<file path="src/rtl/assert_macros.svh">
// ---------------------------------------------------------------------------
// assertion macros shared by the deframer rtl
// ---------------------------------------------------------------------------
`ifndef ASSERT_MACROS_SVH
`define ASSERT_MACROS_SVH

// checked only while out of reset
`define ASSERT_RST(lbl, prop, msg) \
  lbl: assert property (@(posedge clk) disable iff (!rst_n) prop) else $error(msg);

// checked at every clock edge
`define ASSERT_ALWAYS(lbl, prop, msg) \
  lbl: assert property (@(posedge clk) prop) else $error(msg);

`endif

</file>
<file path="src/rtl/dsfr_pkg.sv">
// ---------------------------------------------------------------------------
// dsfr_pkg
// types and constants of the dle stuffed frame receiver
// ---------------------------------------------------------------------------
package dsfr_pkg;

  localparam int MAX_FRAME = 512;
  localparam int CNT_W     = $clog2(MAX_FRAME + 1);
  localparam int CMP_W     = ((CNT_W > 9) ? CNT_W : 9) + 1;

  localparam logic [7:0] BYTE_DLE = 8'h10;
  localparam logic [7:0] BYTE_STX = 8'h02;
  localparam logic [7:0] BYTE_ETX = 8'h03;
  localparam int         HDR_LEN  = 6;
  localparam int         FTR_LEN  = 6;
  localparam int         FTR_KEEP = 3;

  localparam logic KIND_PAYLOAD = 1'b0;
  localparam logic KIND_SUMMARY = 1'b1;

  typedef enum logic [1:0] {
    ST_IDLE      = 2'd0,
    ST_IDLE_DLE  = 2'd1,
    ST_FRAME     = 2'd2,
    ST_FRAME_DLE = 2'd3
  } dfr_state_t;

  typedef struct packed {
    logic       valid;
    logic       kind;
    logic [7:0] data_byte;
    logic [7:0] source_id;
    logic [7:0] payload_length;
    logic       header_ok;
    logic       footer_present;
    logic [7:0] power_pct;
    logic [7:0] rssi_pct;
    logic [7:0] bit_errors;
    logic       overflow;
  } res_t;

endpackage

</file>
<file path="src/rtl/dsfr_deframer.sv">
// ---------------------------------------------------------------------------
// dsfr_deframer
// framing state machine, unstuffing and frame registers, one byte per step
// ---------------------------------------------------------------------------
`include "assert_macros.svh"

module dsfr_deframer import dsfr_pkg::*; (
  input  logic       clk,
  input  logic       rst_n,
  input  logic       step,
  input  logic [7:0] rx_byte,
  output res_t       res
);

  dfr_state_t       state_r, state_nxt;
  logic [CNT_W-1:0] count_r, count_nxt;
  logic [7:0]       sender_r, sender_nxt;
  logic [7:0]       length_r, length_nxt;
  logic [7:0]       footer_r [FTR_KEEP];
  logic [7:0]       footer_nxt [FTR_KEEP];
  logic             ovf_r, ovf_nxt;

  logic             take;
  logic             full;
  logic [7:0]       len_eff;
  logic [CMP_W-1:0] pos;
  logic [CMP_W-1:0] pay_end;
  logic [CMP_W-1:0] ftr_end;
  logic [CMP_W-1:0] diff;
  logic             is_pay;
  logic             is_ftr;
  logic             hdr;
  logic             ftr;

  always_ff @(posedge clk) begin
    if (!rst_n) begin
      state_r  <= ST_IDLE;
      count_r  <= '0;
      sender_r <= '0;
      length_r <= '0;
      ovf_r    <= 1'b0;
      for (int i = 0; i < FTR_KEEP; i++) begin
        footer_r[i] <= '0;
      end
    end else if (step) begin
      state_r  <= state_nxt;
      count_r  <= count_nxt;
      sender_r <= sender_nxt;
      length_r <= length_nxt;
      ovf_r    <= ovf_nxt;
      for (int i = 0; i < FTR_KEEP; i++) begin
        footer_r[i] <= footer_nxt[i];
      end
    end
  end

  assign full    = (count_r >= CNT_W'(MAX_FRAME));
  assign len_eff = (count_r == CNT_W'(5)) ? rx_byte : length_r;
  assign pos     = CMP_W'(count_r);
  assign pay_end = CMP_W'(HDR_LEN) + CMP_W'(len_eff);
  assign ftr_end = CMP_W'(HDR_LEN + FTR_LEN) + CMP_W'(length_r);
  assign diff    = pos - pay_end;
  assign is_pay  = (pos >= CMP_W'(HDR_LEN)) && (pos < pay_end);
  assign is_ftr  = (pos >= pay_end) && (diff < CMP_W'(FTR_KEEP));
  assign hdr     = (pos >= CMP_W'(HDR_LEN));
  assign ftr     = hdr && (pos >= ftr_end);

  always_comb begin
    state_nxt  = state_r;
    count_nxt  = count_r;
    sender_nxt = sender_r;
    length_nxt = length_r;
    ovf_nxt    = ovf_r;
    for (int i = 0; i < FTR_KEEP; i++) begin
      footer_nxt[i] = footer_r[i];
    end
    take = 1'b0;
    res  = '0;

    unique case (state_r)
      ST_IDLE: begin
        if (rx_byte == BYTE_DLE) begin
          state_nxt = ST_IDLE_DLE;
        end
      end
      ST_IDLE_DLE: begin
        if (rx_byte == BYTE_STX) begin
          state_nxt  = ST_FRAME;
          count_nxt  = '0;
          sender_nxt = '0;
          length_nxt = '0;
          ovf_nxt    = 1'b0;
          for (int i = 0; i < FTR_KEEP; i++) begin
            footer_nxt[i] = '0;
          end
        end else begin
          state_nxt = ST_IDLE;
        end
      end
      ST_FRAME: begin
        if (rx_byte == BYTE_DLE) begin
          state_nxt = ST_FRAME_DLE;
        end else begin
          take = 1'b1;
        end
      end
      ST_FRAME_DLE: begin
        if (rx_byte == BYTE_ETX) begin
          state_nxt          = ST_IDLE;
          res.valid          = 1'b1;
          res.kind           = KIND_SUMMARY;
          res.header_ok      = hdr;
          res.footer_present = ftr;
          res.overflow       = ovf_r;
          if (hdr) begin
            res.source_id      = sender_r;
            res.payload_length = length_r;
          end
          if (ftr) begin
            res.power_pct  = footer_r[0];
            res.rssi_pct   = footer_r[1];
            res.bit_errors = footer_r[2];
          end
        end else begin
          state_nxt = ST_FRAME;
          take      = (rx_byte == BYTE_DLE);
        end
      end
      default: begin
        state_nxt = ST_IDLE;
      end
    endcase

    if (take) begin
      if (full) begin
        ovf_nxt = 1'b1;
      end else begin
        count_nxt = count_r + CNT_W'(1);
        if (count_r == '0) begin
          sender_nxt = rx_byte;
        end
        if (count_r == CNT_W'(5)) begin
          length_nxt = rx_byte;
        end
        if (is_pay) begin
          res.valid     = 1'b1;
          res.kind      = KIND_PAYLOAD;
          res.data_byte = rx_byte;
        end else if (is_ftr) begin
          unique case (diff[1:0])
            2'd0:    footer_nxt[0] = rx_byte;
            2'd1:    footer_nxt[1] = rx_byte;
            2'd2:    footer_nxt[2] = rx_byte;
            default: footer_nxt[0] = footer_r[0];
          endcase
        end
      end
    end
  end

  `ASSERT_RST(a_count_bound, (count_r <= CNT_W'(MAX_FRAME)), "frame count above maximum")
  `ASSERT_RST(a_ovf_full, (ovf_r |-> full), "overflow flag set below maximum count")
  `ASSERT_RST(a_summary_src, ((res.valid && res.kind == KIND_SUMMARY) |-> (state_r == ST_FRAME_DLE)), "summary outside escape state")
  `ASSERT_RST(a_payload_pos, ((res.valid && res.kind == KIND_PAYLOAD) |-> (hdr && !full)), "payload byte outside payload window")

endmodule

</file>
<file path="src/rtl/dsfr_result_reg.sv">
// ---------------------------------------------------------------------------
// dsfr_result_reg
// result register of the output channel
// ---------------------------------------------------------------------------
module dsfr_result_reg import dsfr_pkg::*; (
  input  logic clk,
  input  logic rst_n,
  input  logic load,
  input  res_t res,
  input  logic out_stall,
  output logic free,
  output logic out_valid,
  output res_t out_res
);

  logic out_valid_r, out_valid_nxt;
  res_t res_r;

  assign free = !out_valid_r || !out_stall;

  always_comb begin
    out_valid_nxt = out_valid_r;
    if (free) begin
      out_valid_nxt = load && res.valid;
    end
  end

  always_ff @(posedge clk) begin
    if (!rst_n) begin
      out_valid_r <= 1'b0;
    end else begin
      out_valid_r <= out_valid_nxt;
    end
  end

  always_ff @(posedge clk) begin
    if (free && load && res.valid) begin
      res_r <= res;
    end
  end

  assign out_valid = out_valid_r;
  assign out_res   = res_r;

endmodule

</file>
<file path="src/rtl/dle_stuffed_frame_receiver_unit.sv">
// a transferred byte is held in the input register, and any result of it in the result register
// throughput: one byte per cycle while out_stall is low, one deframer state update per byte
// bytes that cause no result still take one pass through the input register
// reset: synchronous active-low rst_n, state idle, frame count and frame registers cleared
// ---------------------------------------------------------------------------
// dle_stuffed_frame_receiver_unit
// dle stx/etx deframer with byte unstuffing, payload and summary results
// ---------------------------------------------------------------------------
module dle_stuffed_frame_receiver_unit import dsfr_pkg::*; (
  input  logic       clk,
  input  logic       rst_n,
  input  logic       in_valid,
  output logic       in_stall,
  input  logic [7:0] in_rx_byte,
  output logic       out_valid,
  input  logic       out_stall,
  output logic       out_kind,
  output logic [7:0] out_data_byte,
  output logic [7:0] out_source_id,
  output logic [7:0] out_payload_length,
  output logic       out_header_ok,
  output logic       out_footer_present,
  output logic [7:0] out_power_pct,
  output logic [7:0] out_rssi_pct,
  output logic [7:0] out_bit_errors,
  output logic       out_overflow
);

  logic       in_valid_r, in_valid_nxt;
  logic [7:0] byte_r;
  logic       free;
  logic       step;
  res_t       res;
  res_t       out_res;

  assign step     = in_valid_r && free;
  assign in_stall = in_valid_r && !free;

  always_comb begin
    in_valid_nxt = in_valid_r;
    if (!in_stall) begin
      in_valid_nxt = in_valid;
    end
  end

  always_ff @(posedge clk) begin
    if (!rst_n) begin
      in_valid_r <= 1'b0;
    end else begin
      in_valid_r <= in_valid_nxt;
    end
  end

  // input transfer register
  always_ff @(posedge clk) begin
    if (in_valid && !in_stall) begin
      byte_r <= in_rx_byte;
    end
  end

  dsfr_deframer u_deframer (
    .clk     (clk),
    .rst_n   (rst_n),
    .step    (step),
    .rx_byte (byte_r),
    .res     (res)
  );

  dsfr_result_reg u_result (
    .clk       (clk),
    .rst_n     (rst_n),
    .load      (step),
    .res       (res),
    .out_stall (out_stall),
    .free      (free),
    .out_valid (out_valid),
    .out_res   (out_res)
  );

  assign out_kind           = out_res.kind;
  assign out_data_byte      = out_res.data_byte;
  assign out_source_id      = out_res.source_id;
  assign out_payload_length = out_res.payload_length;
  assign out_header_ok      = out_res.header_ok;
  assign out_footer_present = out_res.footer_present;
  assign out_power_pct      = out_res.power_pct;
  assign out_rssi_pct       = out_res.rssi_pct;
  assign out_bit_errors     = out_res.bit_errors;
  assign out_overflow       = out_res.overflow;

endmodule
</file>
<file path="config.mk">
export PLATFORM = sky130hd
export DESIGN_NAME = dle_stuffed_frame_receiver_unit
export DESIGN_NICKNAME = d
export VERILOG_FILES = /design/src/rtl/dsfr_pkg.sv /design/src/rtl/dsfr_deframer.sv /design/src/rtl/dsfr_result_reg.sv /design/src/rtl/dle_stuffed_frame_receiver_unit.sv
export VERILOG_INCLUDE_DIRS = /design/src /design/src/rtl
export SDC_FILE = /design/constraint.sdc
export NUM_CORES = 1
export LEC_CHECK = 0
export BUFFER_PORTS_ARGS = -buffer_cell sky130_fd_sc_hd__buf_2
export CAP_MARGIN = 40
export CORE_MARGIN = 1
export CORE_UTILIZATION = 41
export DETAILED_ROUTE_END_ITERATION = 16
export PLACE_DENSITY = 0.6
export SYNTH_ARGS = -nofsm -noshare
export SYNTH_HDL_FRONTEND = slang
export SYNTH_SLANG_ARGS = --single-unit
</file>
<file path="constraint.sdc">
create_clock -name clk -period 8.77 [get_ports clk]
set_input_delay 0.877 -clock clk [delete_from_list [all_inputs] [get_ports clk]]
set_output_delay 0.877 -clock clk [all_outputs]
set_load 0.03 [all_outputs]
</file>
Yosys cells after proc, flatten, opt, wreduce, memory -nomap -nowiden

Memories as Yosys holds them, arrays and structs flattened.
Cells that the tools add are included.

Input bits: 12
Memories: 1
Bits in registers: 91
RAM bits: 24
Output and inout bits: 54
Word-level logic and storage cells: 116

Muxes and demuxes: 48
Equality and inequality tests: 11
$lt $le $gt $ge: 6
Reduce and logical (&&, ||, !) cells: 23
Bitwise operators: 5
$add $sub $neg: 4

Memories:

| name                | words | bits a word | read ports | clocked after Yosys merged registers in | wr ports | RTL line            | source |
|---|---|---|---|---|---|---|---|
| u_deframer.footer_r | 3     | 8           | 3          | 0                                       | 3        | dsfr_deframer.sv:19 | `logic [7:0] footer_r [FTR_KEEP];` |

Operator list:

| cell                                                               | number |
|---|---|
| two-way mux 24 bit                                                 | 6 |
| two-way mux 8 bit                                                  | 16 |
| two-way mux 10 bit                                                 | 7 |
| greater-or-equal comparator 10 x 11 -> 1 bit                       | 2 |
| == test 8 x 2 -> 1 bit, second input constant                      | 2 |
| case mux 8 bit (2 select lines)                                    | 1 |
| two-way mux 2 bit                                                  | 6 |
| < comparator 10 x 11 -> 1 bit                                      | 1 |
| < comparator 11 x 2 -> 1 bit, second input constant                | 1 |
| subtractor 10 x 11 -> 11 bit                                       | 1 |
| adder 10 x 1 -> 10 bit, second input constant                      | 1 |
| == test 10 x 3 -> 1 bit, second input constant                     | 1 |
| greater-or-equal comparator 10 bit, second input constant          | 1 |
| greater-or-equal comparator 10 x 3 -> 1 bit, second input constant | 1 |
| logical NOT 10 bit                                                 | 1 |
| two-way mux 1 bit                                                  | 10 |
| adder 3 x 8 -> 9 bit, first input constant                         | 1 |
| adder 4 x 8 -> 9 bit, first input constant                         | 1 |
| logical AND 1 bit                                                  | 9 |
| AND reduction 3 bit                                                | 3 |
| == test 8 x 5 -> 1 bit, second input constant                      | 1 |
| case mux 2 bit (4 select lines)                                    | 1 |
| == test 2 bit, second input constant                               | 3 |
| == test 2 x 1 -> 1 bit, second input constant                      | 2 |
| other kinds (10)                                                   | 18 |

Longest topological paths before layout

Gate-level depths: netlist of run 1.

Word-level depth: 12
Mapped depth: 21
Gate-level depth less buffers: 16

Hierarchy

Synthesis of run 1 repeated with hierarchy kept, for this count alone.

Cell total of the unflattened synthesis: 520
Area, all modules: 5851.9 sq um

Modules (own cells, without submodules):

| module                          | instances | cells an instance | seq. area each (sq um) | area an instance (sq um) |
|---|---|---|---|---|
| dsfr_deframer                   | 1         | 449               | 1301.2                 | 3920.0 |
| dsfr_result_reg                 | 1         | 58                | 1611.5                 | 1637.8 |
| dle_stuffed_frame_receiver_unit | 1         | 13                | 260.2                  | 294.0 |

Worst setup path after synthesis of run 1

Ideal clock, no wire load.

Path kind: register to register
Start point: reg, netlist name u_deframer.count_r[6]
End point: mem u_deframer.footer_r[0][0] (enable)
Arrival time: 4.831 ns
Slack: 3.554 ns
Stages on the path, launching flop included: 21
Period minus slack after synthesis: 5.216 ns
Library setup time: 0.385 ns
Buffers on the path: 4
Required time: 8.385 ns
Cell sequence: dfxtp_1 -> nor4_1 -> and2_1 -> and3_1 -> clkbuf_1 -> buf_1 -> mux2i_1 -> ha_1 -> a21oi_1 -> nand2_1 -> xnor2_1 -> ha_1 -> clkbuf_1 -> a21o_1 -> a31o_2 -> a31oi_1 -> mux2i_1 -> o2bb2ai_1 -> and3_1 -> buf_2 -> a21boi_0

RTL lines:

| element          | RTL line |
|---|---|
| end: declaration | dsfr_deframer.sv:19 |

==> results.md, run 1 <==
- The flow ran to the end, and the final reports show no timing, DRC or antenna violations.
- The slowest stage of the critical path belongs to the cell sky130_fd_sc_hd__and3_1.
- The final worst clock skew is 0.0118 ns.
- TritonCTS built the clock tree.
- The compound-cell area share of the yosys netlist is 0.0984.
- Routed signal wires occupy layers up through met4.
- The root buffer cell chosen for the clock tree is sky130_fd_sc_hd__clkbuf_16.
- The worst register-to-register path has a setup slack of 3.20 ns.
- The final max-slew violation count is 0.
- For this design, the CTS-stage hold fixing added 0 buffers.
- The first global-routing pass estimated 20.8 mm of wire.
- The first TritonRoute pass finished after 4 iterations.
- The delay of the slowest cell on the worst path is ~0.64 ns.
- Along the worst path, the maximum fanout reaches 16.
- The die outline width is around 120 µm.
- The initial antenna violation count is 0.
- The via count of the first global-routing pass was 3926.
- The number of buffers and inverters on the critical path is 1.
- The post-synthesis share of cell area spent on xor and xnor gates is 0.0226.
- In this run the vertical extent of the chip is 121 µm.
- The wire-length estimate of the detail-placed layout is 9.26 mm.
- The relative slew slack is 0.460.
- The cell count after synthesis came out at 517.
- Of the synthesized area, sequential elements account for 0.541.
- The hold path startpoint is u_deframer.ovf_r.
- The leading register cell type out of synthesis is sky130_fd_sc_hd__edfxtp_1.
- The power spent charging and discharging nets is 256 µW.
- The fraction of power spent switching nets is 0.195.
- Across the run, the number of max-cap violations was 0.
- Of the total synthesized cell area, the portion taken by AND, OR, NAND and NOR gates is 0.181.
- The cell family contributing the most delay on the critical path is simple AND/OR/NAND/NOR gates.
- The violation count after the first detailed-route iteration is around 280.
- The number of nets handed over by synthesis was 557.
- The critical path data required time is 8.88 ns.
- Internal power comes to 1.06 mW.
- For the worst-skew pair, the clock arrives at the later sink with an insertion delay of 0.41 ns.
- The Yosys step of the flow raised 0 warnings.
- The sum of overflow across all layers after global routing is 0.
- The share of power burned in combinational logic is 0.017.
- The worst setup path is captured at a register.
- The top-level port count is 66.
- The post-synthesis average cell area is 11.2 µm².
- From synthesis to final layout, the design area changed by 19.2%.
- The H-tree was split into 4 levels.
- At the end of routability-driven placement, the weighted congestion stood at between 0.9 and 1.
- The end of the worst hold path is u_deframer.ovf_r.
- The power share of the sequential group is 0.459.
- Data on the critical path arrives at its endpoint at 5.68 ns.
- Buffers added to address setup during post-CTS repair amount to 0.
- The maximum operating frequency is 180 MHz.
- The fraction of registers with async set or reset after synthesis is 0.
- The leakage power total is approximately 2.9 nW.
- The initial utilization of the core area, before any placement, comes to 0.419.
- The synthesized netlist occupies a cell area of 5810 µm².
- The routed design uses about 760 µm of met3 wire.
- The total CTS buffers is 17.
- Setup repair after global routing left no endpoint under its margin.
- The path length in cells of the critical path is 17.
- The largest net degree at the start of global routing is 46.
- Clock-pin slew was measured on the worst setup and hold paths at 0.05 ns.
- The number of hold violations in the final report came to 0.
- The final layout contains routed wiring with a total length of 13.2 mm.
- The critical path class is reg2reg.
- The min-delay analysis places its worst path in the category reg2reg.
- The fraction of final layout cells sized beyond drive strength 1 is 0.193.
- The number of buffers on the longest clock path is 2.
- VDD sags by at most 0.114 mV.
- The synthesized design contains 84 enable-type register cells.
- The routed layout has 4222 vias.
- Along the worst hold path, the cell count comes to 2.
- The count of distinct cell types in the synthesized netlist is 56.
- In the post-route analysis, the smallest setup slack over all paths is 3.20 ns.
- The multiplexer share of the synthesized area is 0.0661.
- Of the total synthesized cell area, the portion taken by full adders, half adders and majority gates is 0.0616.
- The global routing usage summed across all routing layers is 0.190.
- Prior to clock tree synthesis, the placed netlist has a worst setup slack of 3.29 ns.
- The number of cells traversed by the worst register-to-register path is 17.
- The post-detailed-route count of antenna-violating nets is 0.
- The final net count is 618.
- The final routed wire length divided by cell count is 17.1 µm.
- After detailed routing, the number of vias per cell comes to 5.48.
- Setup violations remaining at the end of the flow were counted as 0.
- The measured slew at the worst slew-check pin is 0.809 ns.
- The count of input and output buffers is 65.
- The number of clock sinks seen by CTS is 115.
- The routed design could run at a clock period as short as approximately 5.6 ns.
- The area inside the core boundary is 13900 µm².
- The number of design rule violations left after detail routing is 0.
- The worst setup path is launched from a register.
- The power per standard cell area is 189 nW/µm².
- The share of total power dissipated in the clock network is 0.524.
- The detailed router put a total of 6.32 mm of wire on met1.
- In this run the critical register-to-register path is launched from u_deframer.count_r[6].
- The critical register-to-register path endpoint is u_deframer.footer_r[0][4].
- After synthesis the netlist holds a flip-flop and latch count of 115.
- The main combinational cell family by area after synthesis is simple AND/OR/NAND/NOR gates.
- The die covers 14700 µm².
- Traced cell by cell, the critical path runs through nor4_1 -> and2_1 -> and3_1 -> mux2i_1 -> ha_1 -> a21oi_1 -> nand2_1 -> xnor2_1 -> ha_1 -> a21o_1 -> a31o_2 -> a31oi_1 -> mux2i_1 -> o2bb2ai_1 -> and3_1 -> a21boi_0 -> buf_2.
- After detailed routing, the met2 layer carries 5.90 mm of wire.
- Dividing the final minimum period by the clock period gives 0.635.
- The post-cts resize count is 0.
- The repair_antennas step left the layout with diodes totalling 0.
- The initialized floorplan defines 43 standard-cell rows.
- Setup total negative slack on the finished layout was measured at 0 ns.
power groups by stage:
stage	registers [mW]	clock network, mW	logic (mW)
after floorplan	0.605	0	0.0175
after global placement	0.613	0	0.0211
after detailed placement	0.613	0	0.0223
after CTS	0.602	0.698	0.0224
after global routing	0.603	0.720	0.0245
final	0.603	0.687	0.0221
final cells by class:
class                           count  area [µm²]
Timing Repair Buffer               71         408
Clock inverter                     11         134
Fill cell                        1265        6960
Clock buffer                       21         460
Multi-Input combinational cell    360        2510
Inverter                           13        48.8
Sequential cell                   115        3140
Tap cell                          180         225
state kept, by name, summed over array words and instances (netlist names):
name / cells
u_result.out_valid: 1
u_deframer.sender_r: 8
byte_r: 8
u_deframer.length_r: 8
u_result.out_res: 52
in_valid_r: 1
u_deframer.ovf_r: 1
u_deframer.footer_r: 24
u_deframer.state_r: 2
u_deframer.count_r: 10
worst max-delay path by stage:
stage / end / slack [ns] / startpoint
floorplan: u_deframer.footer_r[0][0] / 3.55 / u_deframer.count_r[6]
global placement: u_deframer.footer_r[0][7] / 3.30 / u_deframer.count_r[6]
detailed placement: u_deframer.footer_r[0][7] / 3.29 / u_deframer.count_r[6]
CTS: u_deframer.footer_r[0][4] / 3.26 / u_deframer.count_r[6]
global route: u_deframer.footer_r[0][4] / 2.77 / u_deframer.count_r[6]
finish: u_deframer.footer_r[0][4] / 3.20 / u_deframer.count_r[6]
metrics by stage:
stage	hold slack [ns]	utilization	cells	power, mW	cell area, µm²
after floorplan	0.441	-	517	0.623	5810
after global placement	0.455	0.451	735	0.634	6260
after detailed placement	0.457	0.456	739	0.635	6330
after CTS	0.474	0.499	771	1.32	6930
after global routing	0.499	0.499	771	1.35	6930
final	0.473	0.499	771	1.31	6930
synth_stat cells, drive strengths merged, types with 5 or more instances:
cell	number	area share
dfxtp	31	0.11
nor3b	25	0.032
a22o	16	0.024
clkbuf	24	0.016
nor2	33	0.021
and3	18	0.019
ha	27	0.058
nand3	14	0.014
edfxtp	84	0.43
o21ai	14	0.012
a21o	6	0.0077
nand2	52	0.034
xnor2	8	0.012
inv	12	0.0077
xor2	7	0.011
nand4	8	0.0097
a211oi	5	0.0065
nor3	12	0.011
buf	5	0.0054
mux2i	36	0.064
a21oi	26	0.022
and2	13	0.014
cells in the final DEF (no fill, tap or decap), types with 8 or more instances in the layout:
cell type / n
sky130_fd_sc_hd__and3_1: 18
sky130_fd_sc_hd__nor3b_1: 25
sky130_fd_sc_hd__clkbuf_16: 17
sky130_fd_sc_hd__xnor2_1: 8
sky130_fd_sc_hd__a22o_1: 16
sky130_fd_sc_hd__nand3_1: 12
sky130_fd_sc_hd__and2_1: 13
sky130_fd_sc_hd__nor3_1: 11
sky130_fd_sc_hd__dfxtp_1: 31
sky130_fd_sc_hd__nand2_1: 52
sky130_fd_sc_hd__edfxtp_1: 84
sky130_fd_sc_hd__ha_1: 27
sky130_fd_sc_hd__a21oi_1: 26
sky130_fd_sc_hd__o21ai_0: 12
sky130_fd_sc_hd__buf_2: 66
sky130_fd_sc_hd__nor2_1: 32
sky130_fd_sc_hd__mux2i_1: 35
sky130_fd_sc_hd__inv_1: 11
metal layers:
layer,GRT usage,up-vias
met2,0.285,138
met4,0.0671,0
li1,-,2027
met5,0,-
met3,0.0479,18
met1,0.264,2039
logic make-up (layout without fill, tap and decap cells):
| family | after synthesis | in the layout |
|---|---|---|
| compound gates | 86 | 86 |
| flops | 115 | 115 |
| buf+inv | 42 | 116 |
| xor+xnor | 15 | 15 |
| simple gates | 194 | 194 |
| fa+ha+maj | 28 | 28 |
| mux | 37 | 37 |
worst register-to-register path: cells and delay by family, from the launching register on:
| kind | cells | cell delay [ns] |
|---|---|---|
| compound gates | 6 | 1.54 |
| xor+xnor | 1 | 0.21 |
| mux | 2 | 0.51 |
| fa+ha+maj | 2 | 0.64 |
| buf+inv | 1 | 0.28 |
| simple gates | 5 | 1.71 |
| flops | 1 | 0.38 |
(Power assumes the default switching activity.)
==> run 2: changes to the inputs <==
PLACE_DENSITY = 0.63   (was 0.6)
clock period = 4.9 ns   (was 8.77 ns; I/O delays follow)
==> run 2 against run 1 <==
Register-to-register slack got worse by 2.9 ns; sequential share of layout area decreased by 0.61 points; cell count increased by 1.0%; routed wire length decreased by 2.5%; cell area increased by 1.4%; first-iteration DRC count increased by 17%; critical path type unchanged; core utilization increased by 0.69 points; non-clock buffer count increased by 8; largest cell class unchanged.
==> results.md, run 2 (same netlist as run 1, synthesis figures left out) <==
- Run status: finished clean (unchanged).
- The highest routed metal layer is met4 (unchanged).
- The root buffer cell is sky130_fd_sc_hd__clkbuf_16 (unchanged).
- The antenna diode count is 0 (unchanged).
- The effective utilization at floorplan came to 0.419 (unchanged).
- The maximum fanout along the worst path is 12 (was 16).
- The top-level port count is 66 (unchanged).
- The CTS tree is done (unchanged).
- The wire length after detailed routing was 12.8 mm (was 13.2 mm).
- The total cell area at the placement stage is 6390 µm² (was 6330 µm²).
- The total setup violations reported at the end of the flow is 0 (unchanged).
- The relative slew slack is 0.469 (was 0.460).
- The total power after layout is 2.32 mW (was 1.31 mW).
- The count of placed standard cells including taps is 747 (was 739).
- The via count of the first global-routing pass is 4120 (was 3926).
- The mean number of vias per cell is 5.47 (was 5.48).
- The number of clock sinks seen by CTS was 115 (unchanged).
- The global routing usage summed across all routing layers is 0.189 (was 0.190).
- The area of the die is 14700 µm² (unchanged).
- The critical path class is reg2reg (unchanged).
- The number of max-cap violations is 0 (unchanged).
- The die outline width is 121 µm (unchanged).
- The post-route core utilization was 0.506 (was 0.499).
- The clock insertion delay at the later pin of the skew report is 0.42 ns (was 0.41 ns).
- The count of input and output buffers is 65 (unchanged).
- The routability-driven placement congestion ratio came to 0.864 (was 0.901).
- Top library cells by usage in the layout, fill and taps aside: sky130_fd_sc_hd__edfxtp_1, sky130_fd_sc_hd__buf_2, sky130_fd_sc_hd__nand2_1 (unchanged).
- The wire length on met1 is 6.06 mm (was 6.32 mm).
- The leakage power total is 2.94 nW (was 2.90 nW).
- The final routed wire length divided by cell count was 16.5 µm (was 17.1 µm).
- The path category of the worst min-delay check is in2reg (was reg2reg).
- The total CTS buffers was 17 (unchanged).
- The worst hold slack is 0.251 ns (was 0.473 ns).
- The number of hold violations in the final report is 0 (unchanged).
- The final critical-path share of the clock period was 0.935 (was 0.635).
- The initial antenna violation count came to 0 (unchanged).
- The area overhead of the layout relative to synthesis is 20.8% (was 19.2%).
- The maximum ir drop on the vdd rail came to 0.180 mV (was 0.114 mV).
- The final max-slew violation count was 0 (unchanged).
- The number of non-filler instances in the completed layout was 779 (was 771).
- The post-CTS setup-driven buffer insertion count came to 0 (unchanged).
- The violation count after the first detailed-route iteration came to 332 (was 284).
- The kind of end point of the critical path was a register (unchanged).
- The final design area excluding fillers is 7020 µm² (was 6930 µm²).
- The largest net degree at the start of global routing is 53 (was 46).
- The number of buffers on the longest clock path came to 2 (unchanged).
- The height of the die came to 121 µm (unchanged).
- The count of hold buffers inserted by post-cts repair was 0 (unchanged).
- The final worst clock skew is 0.0139 ns (was 0.0118 ns).
- The measured slew at the worst slew-check pin is 0.794 ns (was 0.809 ns).
- The number of rows created at floorplan is 43 (unchanged).
- The H-tree level count is 4 (unchanged).
- The sum of overflow across all layers after global routing is 0 (unchanged).
- The most common library cell in the layout ignoring fill and taps is sky130_fd_sc_hd__edfxtp_1 (unchanged).
- The number of design rule violations left after detail routing came to 0 (unchanged).
- The critical path data required time is 5.15 ns (was 8.88 ns).
- The area inside the core boundary is 13900 µm² (unchanged).
- The fraction of final layout cells sized beyond drive strength 1 came to 0.212 (was 0.193).
- The data arrival time of the worst path is 4.83 ns (was 5.68 ns).
- The CTS clock-pin slew for the worst setup and hold paths is 0.06 ns (was 0.05 ns).
- The least setup slack across all paths after layout is 0.318 ns (was 3.20 ns).
- The number of flip-flops under the largest register name is 52 (unchanged).
- The HPWL reported at the end of detailed placement was 9.06 mm (was 9.26 mm).
- The post-detailed-route count of antenna-violating nets was 0 (unchanged).
- The length of the first detailed-routing pass in iterations is 4 (unchanged).
- The worst slack after detailed placement came to 0.204 ns (was 3.29 ns).
- The minimum clock period after layout is 4.58 ns (was 5.57 ns).
- The power per standard cell area was 330 nW/µm² (was 189 nW/µm²).
- The final total negative setup slack is 0 ns (unchanged).
- The total number of vias is 4260 (was 4222).
- The first-pass GRT wire length came to 21.0 mm (was 20.8 mm).
- The maximum operating frequency is 218 MHz (was 180 MHz).
- The filler cell count is 1259 (was 1265).
- The final net count came to 626 (was 618).
- The critical path launch point type is a register (unchanged).
- The total met3 wirelength after detailed routing is 574 µm (was 758 µm).
- RSZ-0062 raised after global routing: no (unchanged).
- The routed length on met2 is 5.94 mm (was 5.90 mm).
[run 2: cell types whose count changed in the layout (fill, tap and decap cells not counted), sizes merged]
cell,change
buf,+8
clkbuf,-2
clkinvlp,+1
clkinv,+2
inv,-1
[run 2: final timing paths]
| path | to | depth (start not counted) | slack, ns | start |
|---|---|---|---|---|
| worst max register to register | u_deframer.footer_r[0][6] | 18 | 0.32 | u_deframer.count_r[6] |
| worst max-delay path | u_deframer.footer_r[0][6] | 18 | 0.32 | u_deframer.count_r[6] |
| worst min register to register | u_deframer.sender_r[7] | 1 | 0.47 | u_deframer.sender_r[7] |
| worst min-delay path | byte_r[1] | 1 | 0.25 | in_rx_byte[1] |
[run 2: layout make-up]
class                           instances  area [µm²]  area share
Timing Repair Buffer                   79         458      0.0652
Sequential cell                       115        3140       0.448
Multi-Input combinational cell        360        2570       0.366
Tap cell                              180         225      0.0321
Clock inverter                         13         141      0.0201
Clock buffer                           19         433      0.0617
Inverter                               13        52.6     0.00749
[run 2: report_power, final]
part           internal [mW]  switching, mW
clock network          0.787          0.412
logic                 0.0143         0.0262
registers               1.06         0.0209
[run 2: what timing repair did]
item / in CTS / in global routing
endpoints found under the hold margin: 0 / 0
gates resized for setup: 0 / 11
setup endpoints to repair: 0 / 84
[run 2: worst max-delay path, stage by stage, from the launching register on]
cell                        delay [ns]
sky130_fd_sc_hd__dfxtp_1          0.39
sky130_fd_sc_hd__nor4_2           0.33
sky130_fd_sc_hd__and2_1           0.18
sky130_fd_sc_hd__and3_1           0.30
sky130_fd_sc_hd__buf_4            0.27
sky130_fd_sc_hd__mux2i_1          0.11
sky130_fd_sc_hd__ha_1             0.22
sky130_fd_sc_hd__a21oi_1          0.19
sky130_fd_sc_hd__nand2_1          0.10
sky130_fd_sc_hd__xnor2_1          0.14
sky130_fd_sc_hd__ha_1             0.37
sky130_fd_sc_hd__a21o_1           0.19
sky130_fd_sc_hd__a31o_2           0.20
sky130_fd_sc_hd__a31oi_1          0.26
sky130_fd_sc_hd__mux2i_1          0.15
sky130_fd_sc_hd__o2bb2ai_2        0.29
sky130_fd_sc_hd__and3_1           0.28
sky130_fd_sc_hd__buf_4            0.22
sky130_fd_sc_hd__mux2i_1          0.21
[run 2: routing by layer]
layer | up-vias | GRT usage
li1 | 2045 | -
met4 | 0 | 0.0864
met1 | 2083 | 0.247
met3 | 18 | 0.0583
met2 | 114 | 0.285
met5 | - | 0
